**src/design/assert_macros.svh**
```systemverilog
// Assertion helpers used by the validator core.
// Both macros assume a clock named clk_i and an active-low reset named rst_ni.
`ifndef ASSERT_MACROS_SVH
`define ASSERT_MACROS_SVH
`ifndef SYNTHESIS
`define RFV_ASSERT(lbl, prop) \
  lbl: assert property (@(posedge clk_i) disable iff (!rst_ni) prop) \
    else $error("assertion failed");
`define RFV_ASSERT_NEVER(lbl, cond) \
  `RFV_ASSERT(lbl, !(cond))
`else
`define RFV_ASSERT(lbl, prop)
`define RFV_ASSERT_NEVER(lbl, cond)
`endif
`endif

```
**src/design/rfv_pkg.sv**
```systemverilog
package rfv_pkg;

  localparam int unsigned CORR_ID_BYTES = 4;
  localparam int unsigned OFFSET_BITS   = 16;

  localparam int unsigned HDR_BYTES    = 1 + CORR_ID_BYTES + 4;
  localparam int unsigned HP_W         = $clog2(HDR_BYTES + 1);
  localparam int unsigned LEN_START    = 1 + CORR_ID_BYTES;

  localparam int unsigned STATUS_W     = 3;
  localparam int unsigned COUNT_W      = 16;
  localparam int unsigned FOFF_W       = 16;
  localparam int unsigned TYPE_W       = 8;
  localparam int unsigned LEN_W        = 32;

  localparam int unsigned APB_DATA_W   = 32;
  localparam int unsigned APB_ADDR_W   = 3;
  localparam logic [31:0] MAX_LEN_RESET = 32'd65535;

  typedef enum logic [0:0] {
    REG_MAX_DATA_LENGTH = 1'b0
  } reg_idx_e;

  typedef enum logic [STATUS_W-1:0] {
    ST_OK       = 3'd0,
    ST_EMPTY    = 3'd1,
    ST_SHORT    = 3'd2,
    ST_OVERSIZE = 3'd3,
    ST_TRUNC    = 3'd4
  } status_e;

  typedef struct packed {
    status_e               status;
    logic [COUNT_W-1:0]    frame_count;
    logic [FOFF_W-1:0]     fail_offset;
    logic [TYPE_W-1:0]     fail_type;
    logic [LEN_W-1:0]      declared_length;
  } verdict_t;

endpackage

```
**src/design/rfv_if.sv**
```systemverilog
// Byte stream into the validator.
interface rfv_in_if;
  logic       valid;
  logic       ready;
  logic [7:0] payload_byte;
  logic       last_byte;
  logic       empty_payload;

  modport source (output valid, output payload_byte, output last_byte,
                  output empty_payload, input ready);
  modport sink   (input valid, input payload_byte, input last_byte,
                  input empty_payload, output ready);
endinterface

// Verdict words out of the validator.
interface rfv_out_if;
  logic        valid;
  logic        ready;
  logic [2:0]  status;
  logic [15:0] frame_count;
  logic [15:0] fail_offset;
  logic [7:0]  fail_type;
  logic [31:0] declared_length;

  modport source (output valid, output status, output frame_count,
                  output fail_offset, output fail_type, output declared_length,
                  input ready);
  modport sink   (input valid, input status, input frame_count,
                  input fail_offset, input fail_type, input declared_length,
                  output ready);
endinterface

```
**src/design/request_frame_validator_core.sv**
```systemverilog
// Output: the verdict for an accepted byte word marked last (or empty) is built
// combinationally and registered in the output register, or in the skid entry.
// Throughput: one byte word per cycle; the two-entry result buffer keeps input
// ready high until both entries hold verdicts that the sink has not taken.
// Reset: rst_ni is asynchronous and active low; it clears the frame walker and
// the result buffer and sets max_data_length to 65535.
`include "assert_macros.svh"

module request_frame_validator_core
  import rfv_pkg::*;
(
  input  logic                  clk_i,
  input  logic                  rst_ni,

  // Configuration port. Only max_data_length lives at byte address 0.
  input  logic                  psel,
  input  logic                  penable,
  input  logic                  pwrite,
  input  logic [APB_ADDR_W-1:0] paddr,
  input  logic [APB_DATA_W-1:0] pwdata,
  output logic [APB_DATA_W-1:0] prdata,
  output logic                  pready,

  rfv_in_if.sink                req_i,
  rfv_out_if.source             vrd_o
);

  // ---------------------------------------------------------------------------
  // Configuration register. The register index is the word address; the two
  // byte-select bits below it are ignored.
  // ---------------------------------------------------------------------------
  logic [LEN_W-1:0] max_len_q;
  logic             cfg_wr;
  reg_idx_e         cfg_idx;

  assign pready  = 1'b1;
  assign cfg_idx = reg_idx_e'(paddr[APB_ADDR_W-1]);
  assign cfg_wr  = psel && penable && pwrite;

  always_ff @(posedge clk_i or negedge rst_ni) begin
    if (!rst_ni) begin
      max_len_q <= MAX_LEN_RESET;
    end else if (cfg_wr && cfg_idx == REG_MAX_DATA_LENGTH) begin
      max_len_q <= pwdata;
    end
  end

  always_comb begin
    unique case (cfg_idx)
      REG_MAX_DATA_LENGTH: prdata = max_len_q;
      default:             prdata = '0;
    endcase
  end

  // ---------------------------------------------------------------------------
  // Frame walker state. These registers are the input side of the single
  // combinational pass: each accepted byte word is folded into them directly.
  // ---------------------------------------------------------------------------
  logic                   in_data_q,   in_data_d;
  logic [HP_W-1:0]        hdr_pos_q,   hdr_pos_d;
  logic [LEN_W-1:0]       len_acc_q,   len_acc_d;
  logic [LEN_W-1:0]       left_q,      left_d;
  status_e                err_q,       err_d;
  logic [COUNT_W-1:0]     frames_q,    frames_d;
  logic [OFFSET_BITS-1:0] offset_q,    offset_d;
  logic [OFFSET_BITS-1:0] fstart_q,    fstart_d;
  logic [TYPE_W-1:0]      ftype_q,     ftype_d;

  logic                   in_fire;
  logic                   has_result;
  verdict_t               verdict;
  logic [HP_W-1:0]        hdr_pos_inc;
  logic [LEN_W-1:0]       left_dec;
  logic [OFFSET_BITS+FOFF_W-1:0] fstart_wide;

  assign in_fire    = req_i.valid && req_i.ready;
  assign has_result = req_i.last_byte || req_i.empty_payload;

  // Count a completed frame, holding at the top of the counter.
  function automatic logic [COUNT_W-1:0] count_frame(logic [COUNT_W-1:0] cnt);
    return (cnt != '1) ? cnt + COUNT_W'(1) : cnt;
  endfunction

  always_comb begin
    in_data_d   = in_data_q;
    hdr_pos_d   = hdr_pos_q;
    len_acc_d   = len_acc_q;
    left_d      = left_q;
    err_d       = err_q;
    frames_d    = frames_q;
    fstart_d    = fstart_q;
    ftype_d     = ftype_q;
    hdr_pos_inc = hdr_pos_q + HP_W'(1);
    left_dec    = (left_q != '0) ? left_q - LEN_W'(1) : left_q;

    // Once an error has latched, the rest of the payload is absorbed.
    if (err_q == ST_OK) begin
      if (!in_data_q) begin
        // Header phase: type byte first, then the correlation id (dropped),
        // then the big-endian data length.
        if (hdr_pos_q == '0) begin
          fstart_d  = offset_q;
          ftype_d   = req_i.payload_byte;
          len_acc_d = '0;
        end else if (hdr_pos_q >= HP_W'(LEN_START)) begin
          len_acc_d = {len_acc_q[LEN_W-9:0], req_i.payload_byte};
        end

        if (hdr_pos_inc >= HP_W'(HDR_BYTES)) begin
          // Header complete. The oversize check comes before anything else.
          hdr_pos_d = '0;
          if (len_acc_d > max_len_q) begin
            err_d = ST_OVERSIZE;
          end else if (len_acc_d == '0) begin
            frames_d = count_frame(frames_q);
          end else begin
            in_data_d = 1'b1;
            left_d    = len_acc_d;
          end
        end else begin
          hdr_pos_d = hdr_pos_inc;
        end
      end else begin
        left_d = left_dec;
        if (left_dec == '0) begin
          in_data_d = 1'b0;
          frames_d  = count_frame(frames_q);
        end
      end
    end

    offset_d = (offset_q != '1) ? offset_q + OFFSET_BITS'(1) : offset_q;
  end

  // The verdict is built from the state after this byte. Only the low bits of
  // a wide offset are reported; a narrow one is zero-extended.
  assign fstart_wide = {{FOFF_W{1'b0}}, fstart_d};

  always_comb begin
    verdict.status          = ST_OK;
    verdict.frame_count     = frames_d;
    verdict.fail_offset     = '0;
    verdict.fail_type       = '0;
    verdict.declared_length = '0;
    if (req_i.empty_payload) begin
      // An empty payload wins over any bytes seen before it.
      verdict.status      = ST_EMPTY;
      verdict.frame_count = '0;
    end else if (err_d != ST_OK) begin
      verdict.status          = err_d;
      verdict.fail_offset     = fstart_wide[FOFF_W-1:0];
      verdict.fail_type       = ftype_d;
      verdict.declared_length = len_acc_d;
    end else if (!in_data_d && hdr_pos_d != '0) begin
      verdict.status      = ST_SHORT;
      verdict.fail_offset = fstart_wide[FOFF_W-1:0];
      verdict.fail_type   = ftype_d;
    end else if (in_data_d) begin
      verdict.status          = ST_TRUNC;
      verdict.fail_offset     = fstart_wide[FOFF_W-1:0];
      verdict.fail_type       = ftype_d;
      verdict.declared_length = len_acc_d;
    end
  end

  // The message state is cleared after every verdict; the register keeps its
  // value.
  always_ff @(posedge clk_i or negedge rst_ni) begin
    if (!rst_ni) begin
      in_data_q <= 1'b0;
      hdr_pos_q <= '0;
      len_acc_q <= '0;
      left_q    <= '0;
      err_q     <= ST_OK;
      frames_q  <= '0;
      offset_q  <= '0;
      fstart_q  <= '0;
      ftype_q   <= '0;
    end else if (in_fire) begin
      if (has_result) begin
        in_data_q <= 1'b0;
        hdr_pos_q <= '0;
        len_acc_q <= '0;
        left_q    <= '0;
        err_q     <= ST_OK;
        frames_q  <= '0;
        offset_q  <= '0;
        fstart_q  <= '0;
        ftype_q   <= '0;
      end else begin
        in_data_q <= in_data_d;
        hdr_pos_q <= hdr_pos_d;
        len_acc_q <= len_acc_d;
        left_q    <= left_d;
        err_q     <= err_d;
        frames_q  <= frames_d;
        offset_q  <= offset_d;
        fstart_q  <= fstart_d;
        ftype_q   <= ftype_d;
      end
    end
  end

  // ---------------------------------------------------------------------------
  // Result buffer: an output register plus a skid entry. Input stays ready as
  // long as the skid entry is free, so bytes keep flowing while a verdict
  // waits at the output.
  // ---------------------------------------------------------------------------
  verdict_t out_q,  out_d;
  verdict_t skid_q, skid_d;
  logic     out_vld_q,  out_vld_d;
  logic     skid_vld_q, skid_vld_d;
  logic     push;
  logic     out_fire;

  assign push        = in_fire && has_result;
  assign out_fire    = out_vld_q && vrd_o.ready;
  assign req_i.ready = !skid_vld_q;

  always_comb begin
    out_d      = out_q;
    skid_d     = skid_q;
    out_vld_d  = out_vld_q;
    skid_vld_d = skid_vld_q;
    if (out_fire || !out_vld_q) begin
      if (skid_vld_q) begin
        out_d      = skid_q;
        out_vld_d  = 1'b1;
        skid_d     = verdict;
        skid_vld_d = push;
      end else begin
        out_d     = verdict;
        out_vld_d = push;
      end
    end else if (push) begin
      skid_d     = verdict;
      skid_vld_d = 1'b1;
    end
  end

  always_ff @(posedge clk_i or negedge rst_ni) begin
    if (!rst_ni) begin
      out_vld_q  <= 1'b0;
      skid_vld_q <= 1'b0;
    end else begin
      out_vld_q  <= out_vld_d;
      skid_vld_q <= skid_vld_d;
    end
  end

  always_ff @(posedge clk_i) begin
    out_q  <= out_d;
    skid_q <= skid_d;
  end

  assign vrd_o.valid           = out_vld_q;
  assign vrd_o.status          = out_q.status;
  assign vrd_o.frame_count     = out_q.frame_count;
  assign vrd_o.fail_offset     = out_q.fail_offset;
  assign vrd_o.fail_type       = out_q.fail_type;
  assign vrd_o.declared_length = out_q.declared_length;

  // ---------------------------------------------------------------------------
  // Assertions
  // ---------------------------------------------------------------------------
  `RFV_ASSERT_NEVER(a_skid_without_out, skid_vld_q && !out_vld_q)
  `RFV_ASSERT(a_data_phase_has_bytes, in_data_q |-> (left_q != '0))
  `RFV_ASSERT(a_hdr_pos_range, hdr_pos_q < HP_W'(HDR_BYTES))
  `RFV_ASSERT(a_error_only_oversize,
    (err_q != ST_OK) |-> (err_q == ST_OVERSIZE && !in_data_q && hdr_pos_q == '0))
  `RFV_ASSERT(a_stalled_push_to_skid,
    (push && out_vld_q && !vrd_o.ready) |=> skid_vld_q)

endmodule

```
**src/flat_wrapper.sv**
```systemverilog
// flat-port wrapper written by rule: the top's interface ports become plain ports
module request_frame_validator_core_flat import rfv_pkg::*;
  (clk_i, rst_ni, psel, penable, pwrite, paddr, pwdata, prdata, pready, req_i_valid, req_i_payload_byte, req_i_last_byte, req_i_empty_payload, req_i_ready, vrd_o_valid, vrd_o_status, vrd_o_frame_count, vrd_o_fail_offset, vrd_o_fail_type, vrd_o_declared_length, vrd_o_ready);
  rfv_in_if req_i_i ();
  rfv_out_if vrd_o_i ();
  input  logic clk_i;
  input  logic rst_ni;
  input  logic psel;
  input  logic penable;
  input  logic pwrite;
  input  logic [APB_ADDR_W-1:0] paddr;
  input  logic [APB_DATA_W-1:0] pwdata;
  output logic [APB_DATA_W-1:0] prdata;
  output logic pready;
  input wire logic [$bits(req_i_i.valid)-1:0] req_i_valid;
  input wire logic [$bits(req_i_i.payload_byte)-1:0] req_i_payload_byte;
  input wire logic [$bits(req_i_i.last_byte)-1:0] req_i_last_byte;
  input wire logic [$bits(req_i_i.empty_payload)-1:0] req_i_empty_payload;
  output wire logic [$bits(req_i_i.ready)-1:0] req_i_ready;
  output wire logic [$bits(vrd_o_i.valid)-1:0] vrd_o_valid;
  output wire logic [$bits(vrd_o_i.status)-1:0] vrd_o_status;
  output wire logic [$bits(vrd_o_i.frame_count)-1:0] vrd_o_frame_count;
  output wire logic [$bits(vrd_o_i.fail_offset)-1:0] vrd_o_fail_offset;
  output wire logic [$bits(vrd_o_i.fail_type)-1:0] vrd_o_fail_type;
  output wire logic [$bits(vrd_o_i.declared_length)-1:0] vrd_o_declared_length;
  input wire logic [$bits(vrd_o_i.ready)-1:0] vrd_o_ready;
  assign req_i_i.valid = req_i_valid;
  assign req_i_i.payload_byte = req_i_payload_byte;
  assign req_i_i.last_byte = req_i_last_byte;
  assign req_i_i.empty_payload = req_i_empty_payload;
  assign req_i_ready = req_i_i.ready;
  assign vrd_o_valid = vrd_o_i.valid;
  assign vrd_o_status = vrd_o_i.status;
  assign vrd_o_frame_count = vrd_o_i.frame_count;
  assign vrd_o_fail_offset = vrd_o_i.fail_offset;
  assign vrd_o_fail_type = vrd_o_i.fail_type;
  assign vrd_o_declared_length = vrd_o_i.declared_length;
  assign vrd_o_i.ready = vrd_o_ready;
  request_frame_validator_core u_core (.clk_i(clk_i), .rst_ni(rst_ni), .psel(psel), .penable(penable), .pwrite(pwrite), .paddr(paddr), .pwdata(pwdata), .prdata(prdata), .pready(pready), .req_i(req_i_i), .vrd_o(vrd_o_i));
endmodule
```
**config.mk**
```make
export PLATFORM = sky130hd
export DESIGN_NAME = request_frame_validator_core_flat
export DESIGN_NICKNAME = d
export VERILOG_FILES = /design/src/design/rfv_pkg.sv /design/src/design/rfv_if.sv /design/src/design/request_frame_validator_core.sv /design/src/flat_wrapper.sv
export VERILOG_INCLUDE_DIRS = /design/src /design/src/design
export SDC_FILE = /design/constraint.sdc
export NUM_CORES = 1
export LEC_CHECK = 0
export BUFFER_PORTS_ARGS = -buffer_cell sky130_fd_sc_hd__buf_2
export CORE_MARGIN = 2
export CORE_UTILIZATION = 60
export CTS_CLUSTER_DIAMETER = 60
export CTS_CLUSTER_SIZE = 30
export DETAILED_ROUTE_END_ITERATION = 8
export PLACE_DENSITY = 0.81
export SETUP_SLACK_MARGIN = 0.05
export SLEW_MARGIN = 20
export SYNTH_ARGS = -nofsm -noshare
export SYNTH_HDL_FRONTEND = slang
export SYNTH_SLANG_ARGS = --single-unit
```
**constraint.sdc**
```tcl
create_clock -name clk_i -period 11.2 [get_ports clk_i]
set_input_delay 1.12 -clock clk_i [delete_from_list [all_inputs] [get_ports clk_i]]
set_output_delay 1.12 -clock clk_i [all_outputs]
set_load 0.02 [all_outputs]
```
==> key figures <==
Clocking
  • CTS Root Cell: clkbuf_16
  • H-Tree Depth: 1
  • # Post-CTS Setup Buffers: 0
  • Count of hold buffers inserted by post-cts repair: 0
  • Clock transition at path regs: 0.10 ns
  • # resized after CTS: 0
  • Clock latency on the worst-skew pair: 0.58 ns
  • Clock Sinks: 312
  • TritonCTS clock tree: built
  • CTS Buf Count: 27
  • Clock Path Buffers: 3

Detailed routing
  • Iter 0 DRT Violations: 1560
  • Wire per inst: 20.6 um
  • Drt first pass iters: 6
  • DRC errors left: 0
  • Via count: 14013
  • Antenna-violating nets left: 0
  • Vias per std cell: 6.44
  • Detailed-route wire length: 44800 um

Logic synthesis
  • Synth Area per Inst: 9.73 um2
  • Top_reg_cell synth: edfxtp_1
  • Post-Syn Instances: 1694
  • Yosys top cell area share: 27.3%
  • Leading area contributor after synthesis: edfxtp_1
  • Mapped Nets: 1785
  • Seq/Total Area, Yosys: 52.1%
  • Post-synth EDFFs: 150
  • Cell Area, Synth: 16500 um2
  • Post-synth cell types: 77
  • Seq cells post-synth: 312
  • Ys Warns: 0
  • Top cells by area, synth: edfxtp_1 27%, dfrtp_1 22%, nand2_1 6.6%
  • Async SR Flop Fraction: 51.9%

Worst setup path
  • WP data required: 11.71 ns
  • R2R setup slack: 5.07 ns
  • Worst r2r dst: u_core.left_q[14]
  • Crit path from: u_core.hdr_pos_q[0]
  • Worst r2r src: u_core.hdr_pos_q[0]
  • WS Path Type: flip-flop to flip-flop
  • Worst path arrival time: 6.63 ns
  • Cell Chain, Critical Path: inv_1, ha_1, nand2b_1, a21o_1, buf_4, nand2_1, a21oi_1, ha_1, a21oi_1, o21ai_0, a221oi_1, o31ai_1, nor3_1, nor2_1, o21a_1, buf_4, or3_1, a31oi_1, a22o_1
  • WP buf/inv: 3
  • Slowest stage cell, crit path: nor3_1
  • CP max FO: 32
  • CP delay by family, top: compound AO/OA/AOI/OAI gates
  • R2R cell count: 19
  • CP max stage delay: 0.69 ns
  • Worst Setup Start Kind: flip-flop
  • Endpoint class of the critical path: flip-flop

Layout
  • Commonest non-fill, non-tap cells in the layout: 290 x nand2_1, 157 x buf_2, 150 x edfxtp_1
  • Antenna cells: 0
  • Share of cells above drive strength 1: 17.6%
  • Fill count: 2041
  • Commonest non-fill, non-tap cell in the layout: nand2_1
  • Area grow syn2layout: 13.0%
  • Nets: 1906
  • Final instance area: 18600 um2
  • Fin util: 69.1%

Job
  • Max_cap viols: 0

Floorplanning
  • Die ar.: 28800 um2
  • Core box area: 27000 um2
  • FP Rows: 60
  • Die height: 170 um
  • Die width: 170 um
  • # IOs: 162
  • Initial core utilization: 61.1%

STA
  • Max Fclk: 0.163 GHz
  • Max Slew Vio Count: 0
  • Worst-Margin Slew: 1.06 ns
  • Fin Clk Skew: 0.0339 ns
  • Fin crit period: 6.13 ns
  • Final period util: 54.7%
  • Final Hold Viols: 0
  • Final Setup Violations: 0
  • Hold Slack: 0.504 ns
  • Fin Setup TNS: 0 ns
  • RSZ-0062 raised after global routing: no
  • Slew margin rel.: 29.0%

Run status
  • Outcome: complete, no violations

Power
  • Peak VDD IR: 156 uV
  • Power Total: 0.00282 W
  • Leakage power: 7.98 nW
  • Power Dens Cells: 151 nW/um2

Global route
  • Vias in the first global route: 13077
  • Global-route wire length before repair: 70500 um
  • Total GRT Usage: 30.9%
  • Largest net degree at the start of global routing: 89
  • Initial antenna violation count: 0
  • Total grt overflow: 0

Min path
  • Hold depth: 1
  • Worst min-delay path class: flip-flop to flip-flop
  • Hold EP: u_core.fstart_q[2]
  • Hold_sp: u_core.fstart_q[2]

Placement
  • Post-DP Area: 17600 um2
  • RD Place Congestion: 0.952
  • # port buffers: 158
  • Hpwl dp: 30000 um
==> synth_stat cells (all sizes together), types with 6 or more instances <==
master  count
nand4      18
and2        9
o31ai      18
ha         39
nand2     292
inv        51
dfstp      16
a21o        8
edfxtp    150
a31oi      17
and4        9
mux2       34
nor3       51
or4         7
nand2b      8
dfrtp     146
clkbuf     85
or2         8
xnor2       8
nor2      148
and3       16
o21ai     114
nor2b       6
a22oi       6
or3        12
xor2       15
nand3      41
a22o       94
a21oi     126
mux2i      28
buf        15
nor4       31
a211oi      6
==> metal layers <==
layer / share of wire (%) / vias to the layer above / track usage [%]
met5: 0 / - / 0
met4: 2.8 / 0 / 9.44
met3: 9.0 / 98 / 5.22
met2: 47 / 707 / 49.2
met1: 42 / 6748 / 43.9
li1: - / 6460 / -
==> cell type report <==
| class | count | area (um2) | share of cell area (%) |
|---|---|---|---|
| Timing Repair Buffer | 192 | 1050 | 5.65 |
| Tap cell | 341 | 427 | 2.29 |
| Sequential cell | 312 | 8580 | 46.1 |
| Clock buffer | 27 | 676 | 3.63 |
| Multi-Input combinational cell | 1230 | 7350 | 39.4 |
| Inverter | 52 | 195 | 1.05 |
| Clock inverter | 23 | 348 | 1.87 |
==> sequential cells by signal (all words and copies together), names as in the netlist, 4 cells and up <==
signal	cells
u_core.left_q	32
u_core.skid_q	75
u_core.ftype_q	8
u_core.vrd_o.frame_count	16
u_core.vrd_o.fail_type	8
u_core.vrd_o.fail_offset	16
u_core.vrd_o.declared_length	32
u_core.len_acc_q	32
u_core.max_len_q	32
u_core.hdr_pos_q	4
u_core.fstart_q	16
u_core.frames_q	16
u_core.offset_q	16
==> power by group <==
part / internal, W / total (W) / switching, W
logic: 0.000132 / 0.000421 / 0.000289
clock network: 0.000508 / 0.00106 / 0.000556
registers: 0.00130 / 0.00134 / 0.0000320
==> per-stage QoR <==
| stage | std cells | setup slack, ns |
|---|---|---|
| CTS | 2177 | 4.94 |
| floorplan | 1694 | 2.11 |
| finish | 2177 | 5.07 |
| global placement | 2127 | 5.19 |
| global route | 2177 | 4.73 |
| detailed placement | 2127 | 4.98 |
==> logic make-up (layout without fill, tap and decap cells) <==
group | Yosys count | in the layout | synth area share, %
buf+inv | 152 | 294 | 3.60
other cells | 1 | 1 | 0.0228
xor+xnor | 23 | 23 | 1.22
fa+ha+maj | 39 | 39 | 2.96
flops | 312 | 312 | 52.1
simple gates | 673 | 673 | 18.9
mux | 62 | 62 | 4.02
compound gates | 432 | 432 | 17.2
==> worst max-delay path by stage <==
stage               cells past startpoint  slack (ns)           endpoint
finish                                 19        5.07  u_core.left_q[14]
global route                           18        4.73  u_core.skid_q[19]
CTS                                    18        4.94  u_core.skid_q[20]
detailed placement                     18        4.98  u_core.skid_q[26]
global placement                       18        5.19  u_core.skid_q[16]
floorplan                               2        2.11   u_core.skid_q[0]
Note: power is estimated with default switching activity, not from simulation.
